`config.mk`:
```
export PLATFORM = sky130hd
export DESIGN_NAME = searchable_fifo_with_stats
export DESIGN_NICKNAME = d
export VERILOG_FILES = /design/src/sfifo_pkg.sv /design/src/searchable_fifo_with_stats.sv
export SDC_FILE = /design/constraint.sdc
export NUM_CORES = 1
export LEC_CHECK = 0
export ABC_AREA = 1
export BUFFER_PORTS_ARGS = -buffer_cell sky130_fd_sc_hd__buf_2
export CORE_ASPECT_RATIO = 0.9
export CORE_UTILIZATION = 28
export CTS_CLUSTER_DIAMETER = 120
export DETAILED_ROUTE_END_ITERATION = 6
export PLACE_DENSITY = 0.46
export SLEW_MARGIN = 5
export SYNTH_ARGS = -nofsm -noshare
export SYNTH_HDL_FRONTEND = slang
export SYNTH_SLANG_ARGS = --single-unit
```
`constraint.sdc`:
```
create_clock -name clk -period 10.4 [get_ports clk]
set_input_delay 1.04 -clock clk [delete_from_list [all_inputs] [get_ports clk]]
set_output_delay 1.04 -clock clk [all_outputs]
set_load 0.05 [all_outputs]
```
`src/sfifo_pkg.sv`:
```
// Package for the searchable FIFO with statistics.
// Holds opcode and status codes and the word types of both channels.
// No dependencies.
package sfifo_pkg;

  localparam logic [2:0] OP_INSERT  = 3'd0;
  localparam logic [2:0] OP_REMOVE  = 3'd1;
  localparam logic [2:0] OP_FIND    = 3'd2;
  localparam logic [2:0] OP_REPLACE = 3'd3;
  localparam logic [2:0] OP_STATS   = 3'd4;
  localparam logic [2:0] OP_LIST    = 3'd5;

  localparam logic [1:0] ST_OK        = 2'd0;
  localparam logic [1:0] ST_FULL      = 2'd1;
  localparam logic [1:0] ST_EMPTY     = 2'd2;
  localparam logic [1:0] ST_NOT_FOUND = 2'd3;

  typedef struct packed {
    logic        [2:0]  opcode;
    logic signed [31:0] value;
    logic signed [31:0] new_value;
  } sfifo_in_t;

  typedef struct packed {
    logic        [1:0]  status;
    logic signed [31:0] item;
    logic        [6:0]  position;
    logic signed [39:0] total;
    logic signed [31:0] minimum;
    logic signed [31:0] maximum;
    logic        [6:0]  fill;
    logic               last;
  } sfifo_out_t;

endpackage

```
`src/searchable_fifo_with_stats.sv`:
```
// Searchable FIFO with statistics: ring of DEPTH signed words in one memory.
// Depends on sfifo_pkg; assertions attach from sfifo_checker.
//
//   channel | ports                          | moves
//   --------+--------------------------------+--------------------------------
//   input   | in_valid  in_ready  in_data    | one request word (sfifo_in_t)
//   output  | out_valid out_ready out_data   | result words (sfifo_out_t)
//
// One request at a time; in_ready is high only while the sequencer is idle.
// Insert, or any request when empty, answers from idle; remove reads the head,
// find/replace walk to a match or the last entry, statistics and list walk all;
// the walk reads one memory entry a cycle while no word sits stalled in output.
// A result waits in the output register while the next request is accepted.
// Reset clears state, head, fill count and valids; the entry memory is not cleared.
module searchable_fifo_with_stats
  import sfifo_pkg::*;
#(
  parameter int DEPTH = 8
) (
  input  logic       clk,
  input  logic       rst_n,
  input  logic       in_valid,
  output logic       in_ready,
  input  sfifo_in_t  in_data,
  output logic       out_valid,
  input  logic       out_ready,
  output sfifo_out_t out_data
);

  localparam int AW = (DEPTH > 1) ? $clog2(DEPTH) : 1;
  localparam int CW = $clog2(DEPTH + 1);
  localparam logic [CW-1:0] DEPTH_C = CW'(DEPTH);
  localparam logic [AW:0]   DEPTH_W = (AW + 1)'(DEPTH);
  localparam logic [AW-1:0] HEAD_MAX = AW'(DEPTH - 1);

  typedef enum logic [1:0] {S_IDLE, S_WALK, S_EMIT} state_t;

  function automatic logic [AW-1:0] slot_of(input logic [AW-1:0] base,
                                             input logic [AW-1:0] off);
    logic [AW:0] s;
    s = {1'b0, base} + {1'b0, off};
    if (s >= DEPTH_W) s = s - DEPTH_W;
    return s[AW-1:0];
  endfunction

  logic signed [31:0] mem [DEPTH];
  logic signed [31:0] rd_data_r;

  state_t             state_r, state_nxt;
  logic [AW-1:0]      head_r, head_nxt;
  logic [CW-1:0]      count_r, count_nxt;
  logic [CW-1:0]      k_r, k_nxt;
  logic [2:0]         op_r, op_nxt;
  logic signed [31:0] key_r, key_nxt;
  logic signed [31:0] nval_r, nval_nxt;
  logic signed [39:0] sum_r, sum_nxt;
  logic signed [31:0] min_r, min_nxt;
  logic signed [31:0] max_r, max_nxt;
  sfifo_out_t         res_r, res_nxt;
  logic               rd_vld_r;
  logic               out_valid_r;
  sfifo_out_t         out_data_r;

  logic               rd_en;
  logic [AW-1:0]      rd_addr;
  logic               wr_en;
  logic [AW-1:0]      wr_addr;
  logic signed [31:0] wr_data;
  logic               emit_v;
  sfifo_out_t         emit_d;
  logic               consume;
  logic               out_free;
  logic               k_last;
  logic               first;
  logic signed [39:0] e_ext;

  assign out_free  = !out_valid_r || out_ready;
  assign out_valid = out_valid_r;
  assign out_data  = out_data_r;
  assign k_last    = ((k_r + CW'(1)) == count_r);
  assign first     = (k_r == '0);
  assign e_ext     = {{8{rd_data_r[31]}}, rd_data_r};

  always_comb begin
    state_nxt = state_r;
    head_nxt  = head_r;
    count_nxt = count_r;
    k_nxt     = k_r;
    op_nxt    = op_r;
    key_nxt   = key_r;
    nval_nxt  = nval_r;
    sum_nxt   = sum_r;
    min_nxt   = min_r;
    max_nxt   = max_r;
    res_nxt   = res_r;
    rd_en     = 1'b0;
    rd_addr   = head_r;
    wr_en     = 1'b0;
    wr_addr   = head_r;
    wr_data   = in_data.value;
    emit_v    = 1'b0;
    emit_d    = '0;
    consume   = 1'b0;
    in_ready  = (state_r == S_IDLE);

    case (state_r)
      S_IDLE: begin
        if (in_valid) begin
          op_nxt   = in_data.opcode;
          key_nxt  = in_data.value;
          nval_nxt = in_data.new_value;
          k_nxt    = '0;
          case (in_data.opcode)
            OP_INSERT: begin
              emit_v      = 1'b1;
              emit_d.last = 1'b1;
              if (count_r == DEPTH_C) begin
                emit_d.status = ST_FULL;
              end else begin
                wr_en         = 1'b1;
                wr_addr       = slot_of(head_r, count_r[AW-1:0]);
                count_nxt     = count_r + CW'(1);
                emit_d.status = ST_OK;
              end
              emit_d.fill = 7'(count_nxt);
            end
            OP_REMOVE, OP_FIND, OP_REPLACE, OP_STATS, OP_LIST: begin
              if (count_r == '0) begin
                emit_v      = 1'b1;
                emit_d.last = 1'b1;
                if (in_data.opcode == OP_FIND || in_data.opcode == OP_REPLACE) begin
                  emit_d.status = ST_NOT_FOUND;
                end else begin
                  emit_d.status = ST_EMPTY;
                end
              end else begin
                // fetch the head entry and start the walk
                rd_en     = 1'b1;
                rd_addr   = head_r;
                state_nxt = S_WALK;
              end
            end
            default: ;
          endcase
        end
      end

      S_WALK: begin
        if (rd_vld_r) begin
          emit_d.last = 1'b1;
          case (op_r)
            OP_REMOVE: begin
              consume       = 1'b1;
              emit_v        = 1'b1;
              emit_d.status = ST_OK;
              emit_d.item   = rd_data_r;
              head_nxt      = (head_r == HEAD_MAX) ? '0 : head_r + AW'(1);
              count_nxt     = count_r - CW'(1);
              emit_d.fill   = 7'(count_nxt);
            end
            OP_FIND, OP_REPLACE: begin
              consume     = 1'b1;
              emit_d.fill = 7'(count_r);
              if (rd_data_r == key_r) begin
                emit_v          = 1'b1;
                emit_d.status   = ST_OK;
                emit_d.position = 7'(k_r) + 7'd1;
                if (op_r == OP_REPLACE) begin
                  wr_en   = 1'b1;
                  wr_addr = slot_of(head_r, k_r[AW-1:0]);
                  wr_data = nval_r;
                end
              end else if (k_last) begin
                emit_v        = 1'b1;
                emit_d.status = ST_NOT_FOUND;
              end else begin
                k_nxt   = k_r + CW'(1);
                rd_en   = 1'b1;
                rd_addr = slot_of(head_r, k_nxt[AW-1:0]);
              end
            end
            OP_STATS: begin
              consume = 1'b1;
              sum_nxt = (first ? 40'sd0 : sum_r) + e_ext;
              min_nxt = (first || rd_data_r < min_r) ? rd_data_r : min_r;
              max_nxt = (first || rd_data_r > max_r) ? rd_data_r : max_r;
              if (k_last) begin
                emit_v         = 1'b1;
                emit_d.status  = ST_OK;
                emit_d.total   = sum_nxt;
                emit_d.minimum = min_nxt;
                emit_d.maximum = max_nxt;
                emit_d.fill    = 7'(count_r);
              end else begin
                k_nxt   = k_r + CW'(1);
                rd_en   = 1'b1;
                rd_addr = slot_of(head_r, k_nxt[AW-1:0]);
              end
            end
            OP_LIST: begin
              // hold the fetched entry until the output register frees up
              if (out_free) begin
                consume         = 1'b1;
                emit_v          = 1'b1;
                emit_d.status   = ST_OK;
                emit_d.item     = rd_data_r;
                emit_d.position = 7'(k_r) + 7'd1;
                emit_d.fill     = 7'(count_r);
                emit_d.last     = k_last;
                if (!k_last) begin
                  k_nxt   = k_r + CW'(1);
                  rd_en   = 1'b1;
                  rd_addr = slot_of(head_r, k_nxt[AW-1:0]);
                end
              end
            end
            default: begin
              consume   = 1'b1;
              state_nxt = S_IDLE;
            end
          endcase
        end
      end

      S_EMIT: begin
        emit_v = 1'b1;
        emit_d = res_r;
      end

      default: state_nxt = S_IDLE;
    endcase

    if (emit_v) begin
      if (out_free) begin
        state_nxt = emit_d.last ? S_IDLE : S_WALK;
      end else begin
        res_nxt   = emit_d;
        state_nxt = S_EMIT;
      end
    end
  end

  always_ff @(posedge clk) begin
    if (wr_en) mem[wr_addr] <= wr_data;
    if (rd_en) rd_data_r <= mem[rd_addr];
  end

  always_ff @(posedge clk) begin
    if (!rst_n) begin
      state_r     <= S_IDLE;
      head_r      <= '0;
      count_r     <= '0;
      rd_vld_r    <= 1'b0;
      out_valid_r <= 1'b0;
    end else begin
      state_r  <= state_nxt;
      head_r   <= head_nxt;
      count_r  <= count_nxt;
      rd_vld_r <= rd_en ? 1'b1 : (consume ? 1'b0 : rd_vld_r);
      if (emit_v && out_free) begin
        out_valid_r <= 1'b1;
      end else if (out_ready) begin
        out_valid_r <= 1'b0;
      end
    end
    k_r    <= k_nxt;
    op_r   <= op_nxt;
    key_r  <= key_nxt;
    nval_r <= nval_nxt;
    sum_r  <= sum_nxt;
    min_r  <= min_nxt;
    max_r  <= max_nxt;
    res_r  <= res_nxt;
    if (emit_v && out_free) out_data_r <= emit_d;
  end

endmodule

```
==> summary.txt <==
Min path
  – Worst hold path class: in -> reg

Setup path
  – Buf+Inv Stages, Crit Path: 5
  – Delay-heaviest family, CP: buffers and inverters
  – Worst reg2reg startpoint: rd_data_r[31]
  – CP Launch Point: rd_data_r[31]
  – Worst path arrival time: 5050 ps
  – Crit path to: res_r[35]
  – Crit-path cells: inv_2 -> nand2_1 -> nand2_1 -> nand2_1 -> nor2_1 -> nand2_1 -> nor2_1 -> nand2_1 -> inv_2 -> nand2_1 -> nand3_1 -> nand2_1 -> nand2_1 -> nand2_1 -> inv_1 -> nand2_1 -> inv_6 -> buf_4
  – Reg2reg setup slack: approximately 5700 ps
  – CP startpoint kind: register
  – Worst setup path category: reg -> reg
  – Crit path max fanout: 91
  – Worst r2r path cells: 18
  – Reg-to-reg endpoint: res_r[35]
  – CP Depth: 18
  – Critical path's slowest cell: buf_4
  – Crit path top cell by count: nand2_1
  – Crit end category: register
  – Crit path largest cell delay: between 800 and 900 ps
  – Req. time, crit path: 10,710 ps

Power
  – Share of power burned in the clock network: 0.343
  – P per Cell Area: 216 mW/mm^2
  – Cell internal pwr: 0.00620 W
  – Switching share of total power: 0.344
  – Reg power frac: 0.419
  – Gate power share: 0.238
  – NetSw: 0.00326 W
  – Peak VDD IR: 0.138 mV
  – Leakage Power: 17.6 nW

Timing
  – Achievable Freq: 211 MHz
  – Clock skew: 36.5 ps
  – Finish-stage setup viols: 0
  – Min Tclk post-route: 4740 ps
  – Worst Tran Pin Value: 1080 ps
  – Setup TNS Final: 0 ps
  – RSZ-0062 raised after global routing: no
  – Worst hold margin: 504 ps
  – Final count of hold timing violations: 0
  – Max_slew headroom: 0.279
  – Period utilization: 0.456
  – Max-slew violations: 0

Clock network
  – Total CTS buffers: 91
  – CTS tree: done
  – CTS resizes: 0
  – CTS Buffer Depth: 3
  – Post-CTS Hold Fix Bufs: 0
  – Clock Pin Slew Worst Setup and Hold Paths: ~60 ps
  – Sink Count: 780
  – Postcts setup bufs: 0
  – Clk_lat worst skew: about 700 ps
  – Root buffer cell: clkbuf_16
  – # H-tree levels: 3

Detailed routing
  – Pre-Repair DR Iteration Count: 6
  – DRT iter0 DRCs: 1,877
  – Final ANT Viol Nets: 0
  – WL per Instance: 20.6 um
  – Via count: 26,500
  – DRT Wirelength: between 100,000 and 150,000 um
  – DRC: 0
  – Via density: ~4.5

Floorplanning
  – FP Rows: 127
  – Die span in y: 351 um
  – Die area: around 0.14 sq mm
  – Starting density of the core: 0.283
  – Die W: 389 um
  – IO Pins: 226
  – Core area: 0.134 sq mm

Logic synthesis
  – Most frequent cell after synthesis: nand2_1
  – Count of cell types in the netlist: 44
  – Seq/Total Area, Yosys: 0.617
  – Mapped Cells: 3,760
  – Yosys top cell area share: 0.611
  – Ys async rst share: 0
  – Syn avg cell area: 10.1 sq um
  – Synthesized area: ~0.038 sq mm
  – Post-synthesis register bit count: 780
  – Post-synth EDFFs: 769
  – Synth Warn #: 0
  – Synth top cells by count: 902 x nand2_1, 769 x edfxtp_1, 579 x inv_1, 420 x nand3_1, 251 x a21oi_1
  – Synthesized net count: between 3,000 and 4,000
  – Cell taking the most area after synthesis: edfxtp_1
  – Ys flop type: edfxtp_1
  – Main area contributors after synthesis: edfxtp_1 61%, nand2_1 9.0%, inv_1 5.8%, nand3_1 5.6%, ha_1 3.9%

GRT
  – GRT Total Usage: 0.175
  – Total grt overflow: 0
  – Vias in the first global route: 26,300
  – Initial antenna violation count: 8
  – Largest net degree at the start of global routing: 130
  – First-pass GRT wire length: 176,000 um

Layout
  – Synth-to-Final Area Change: 15.8%
  – Share of cells above drive strength 1: 0.111
  – # nets final: 4,161

Placed design
  – Port-buffer cells: 225
  – RD Place Congestion: 0.899
  – Detailed Place HPWL: around 80,000 um

Run
  – Max Cap Viol: 0

Status
  – Status: finished, final reports clean
[area by class of cell]
cell class	count	area, sq um
sequential	780	23300
antenna	1	2.50
timing repair buffer	258	1390
tap	1806	2260
clock inverter	62	616
inverter	599	2260
multi-input combinational	2239	11600
fill	13800	89900
clock buffer	106	2330
[flip-flops by register name, summed over array words and instances, names as in the netlist, 4 cells and up]
name       count
count_r        4
key_r         32
min_r         32
out_data     153
k_r            4
res_r        153
mem          256
rd_data_r     32
sum_r         40
nval_r        32
max_r         32
[layout by cell type (no fill, tap or decap), types with 10 or more instances in the layout]
cell / synthesis / layout
nand4_1: 51 / 51
a21oi_1: 251 / 251
a31oi_1: 13 / 13
o21ai_0: 56 / 56
inv_2: 18 / 17
nor2_2: 2 / 10
buf_4: 9 / 32
xor2_1: 32 / 32
nor2_1: 173 / 162
xnor2_1: 17 / 17
clkbuf_1: 61 / 15
clkbuf_16: 0 / 91
mux2i_1: 32 / 32
nand2_1: 902 / 899
ha_1: 117 / 116
clkinv_2: 0 / 15
edfxtp_1: 769 / 769
nor3_1: 16 / 16
o21bai_1: 11 / 11
dfxtp_1: 11 / 11
buf_2: 52 / 225
nand2_2: 15 / 15
bufinv_16: 0 / 11
clkinv_1: 2 / 25
and2_1: 73 / 73
nand3_1: 420 / 419
inv_1: 579 / 577
[cells by family (layout without fill, tap and decap cells)]
kind of cell	after synthesis	after routing	share of synthesized area
DFF	780	780	0.617
buffers and inverters	741	1025	0.0794
xor gates and xnor gates	49	49	0.0114
and+or+nand+nor	1666	1666	0.191
AOI/OAI and AO/OA	371	371	0.0526
muxes	32	32	0.00847
adders and majority gates	121	121	0.0409
other	0	1	0
[worst min-delay path by stage]
| stage | from | to | slack (ps) | depth (start not counted) |
|---|---|---|---|---|
| after floorplan | state_r[1] | state_r[1] | 490 | 2 |
| after global placement | res_r[5] | res_r[5] | 520 | 2 |
| after detailed placement | res_r[118] | out_data[118] | 520 | 2 |
| after CTS | in_data[3] | nval_r[3] | 440 | 1 |
| after global routing | in_data[3] | nval_r[3] | 460 | 1 |
| final | in_data[3] | nval_r[3] | 500 | 1 |
[metal layers]
metal,global-route usage,vias to the layer above,routed length (um)
li1,-,13000,-
met1,0.227,12700,53200
met2,0.293,626,57400
met3,0.0312,170,6010
met4,0.0615,4,4030
met5,0,-,23
[power groups by stage]
stage               Sequential (W)  Combinational [W]  Clock, W
floorplan                  0.00439            0.00115         0
global placement           0.00404            0.00229         0
detailed placement         0.00404            0.00227         0
CTS                        0.00397            0.00228   0.00333
global route               0.00399            0.00245   0.00345
finish                     0.00397            0.00225   0.00324
[through the flow]
stage | std cells | setup slack [ps] | util | power (W) | cell area (sq um)
after global placement | 5682 | 5680 | 0.305 | 0.00633 | 40800
final | 5851 | 5660 | 0.327 | 0.00946 | 43800
after detailed placement | 5682 | 5680 | 0.305 | 0.00631 | 40800
after global routing | 5850 | 5330 | 0.327 | 0.00989 | 43800
after floorplan | 3760 | 1460 | - | 0.00553 | 37800
after CTS | 5850 | 5650 | 0.327 | 0.00958 | 43800
Power figures use the tool's default switching activity.
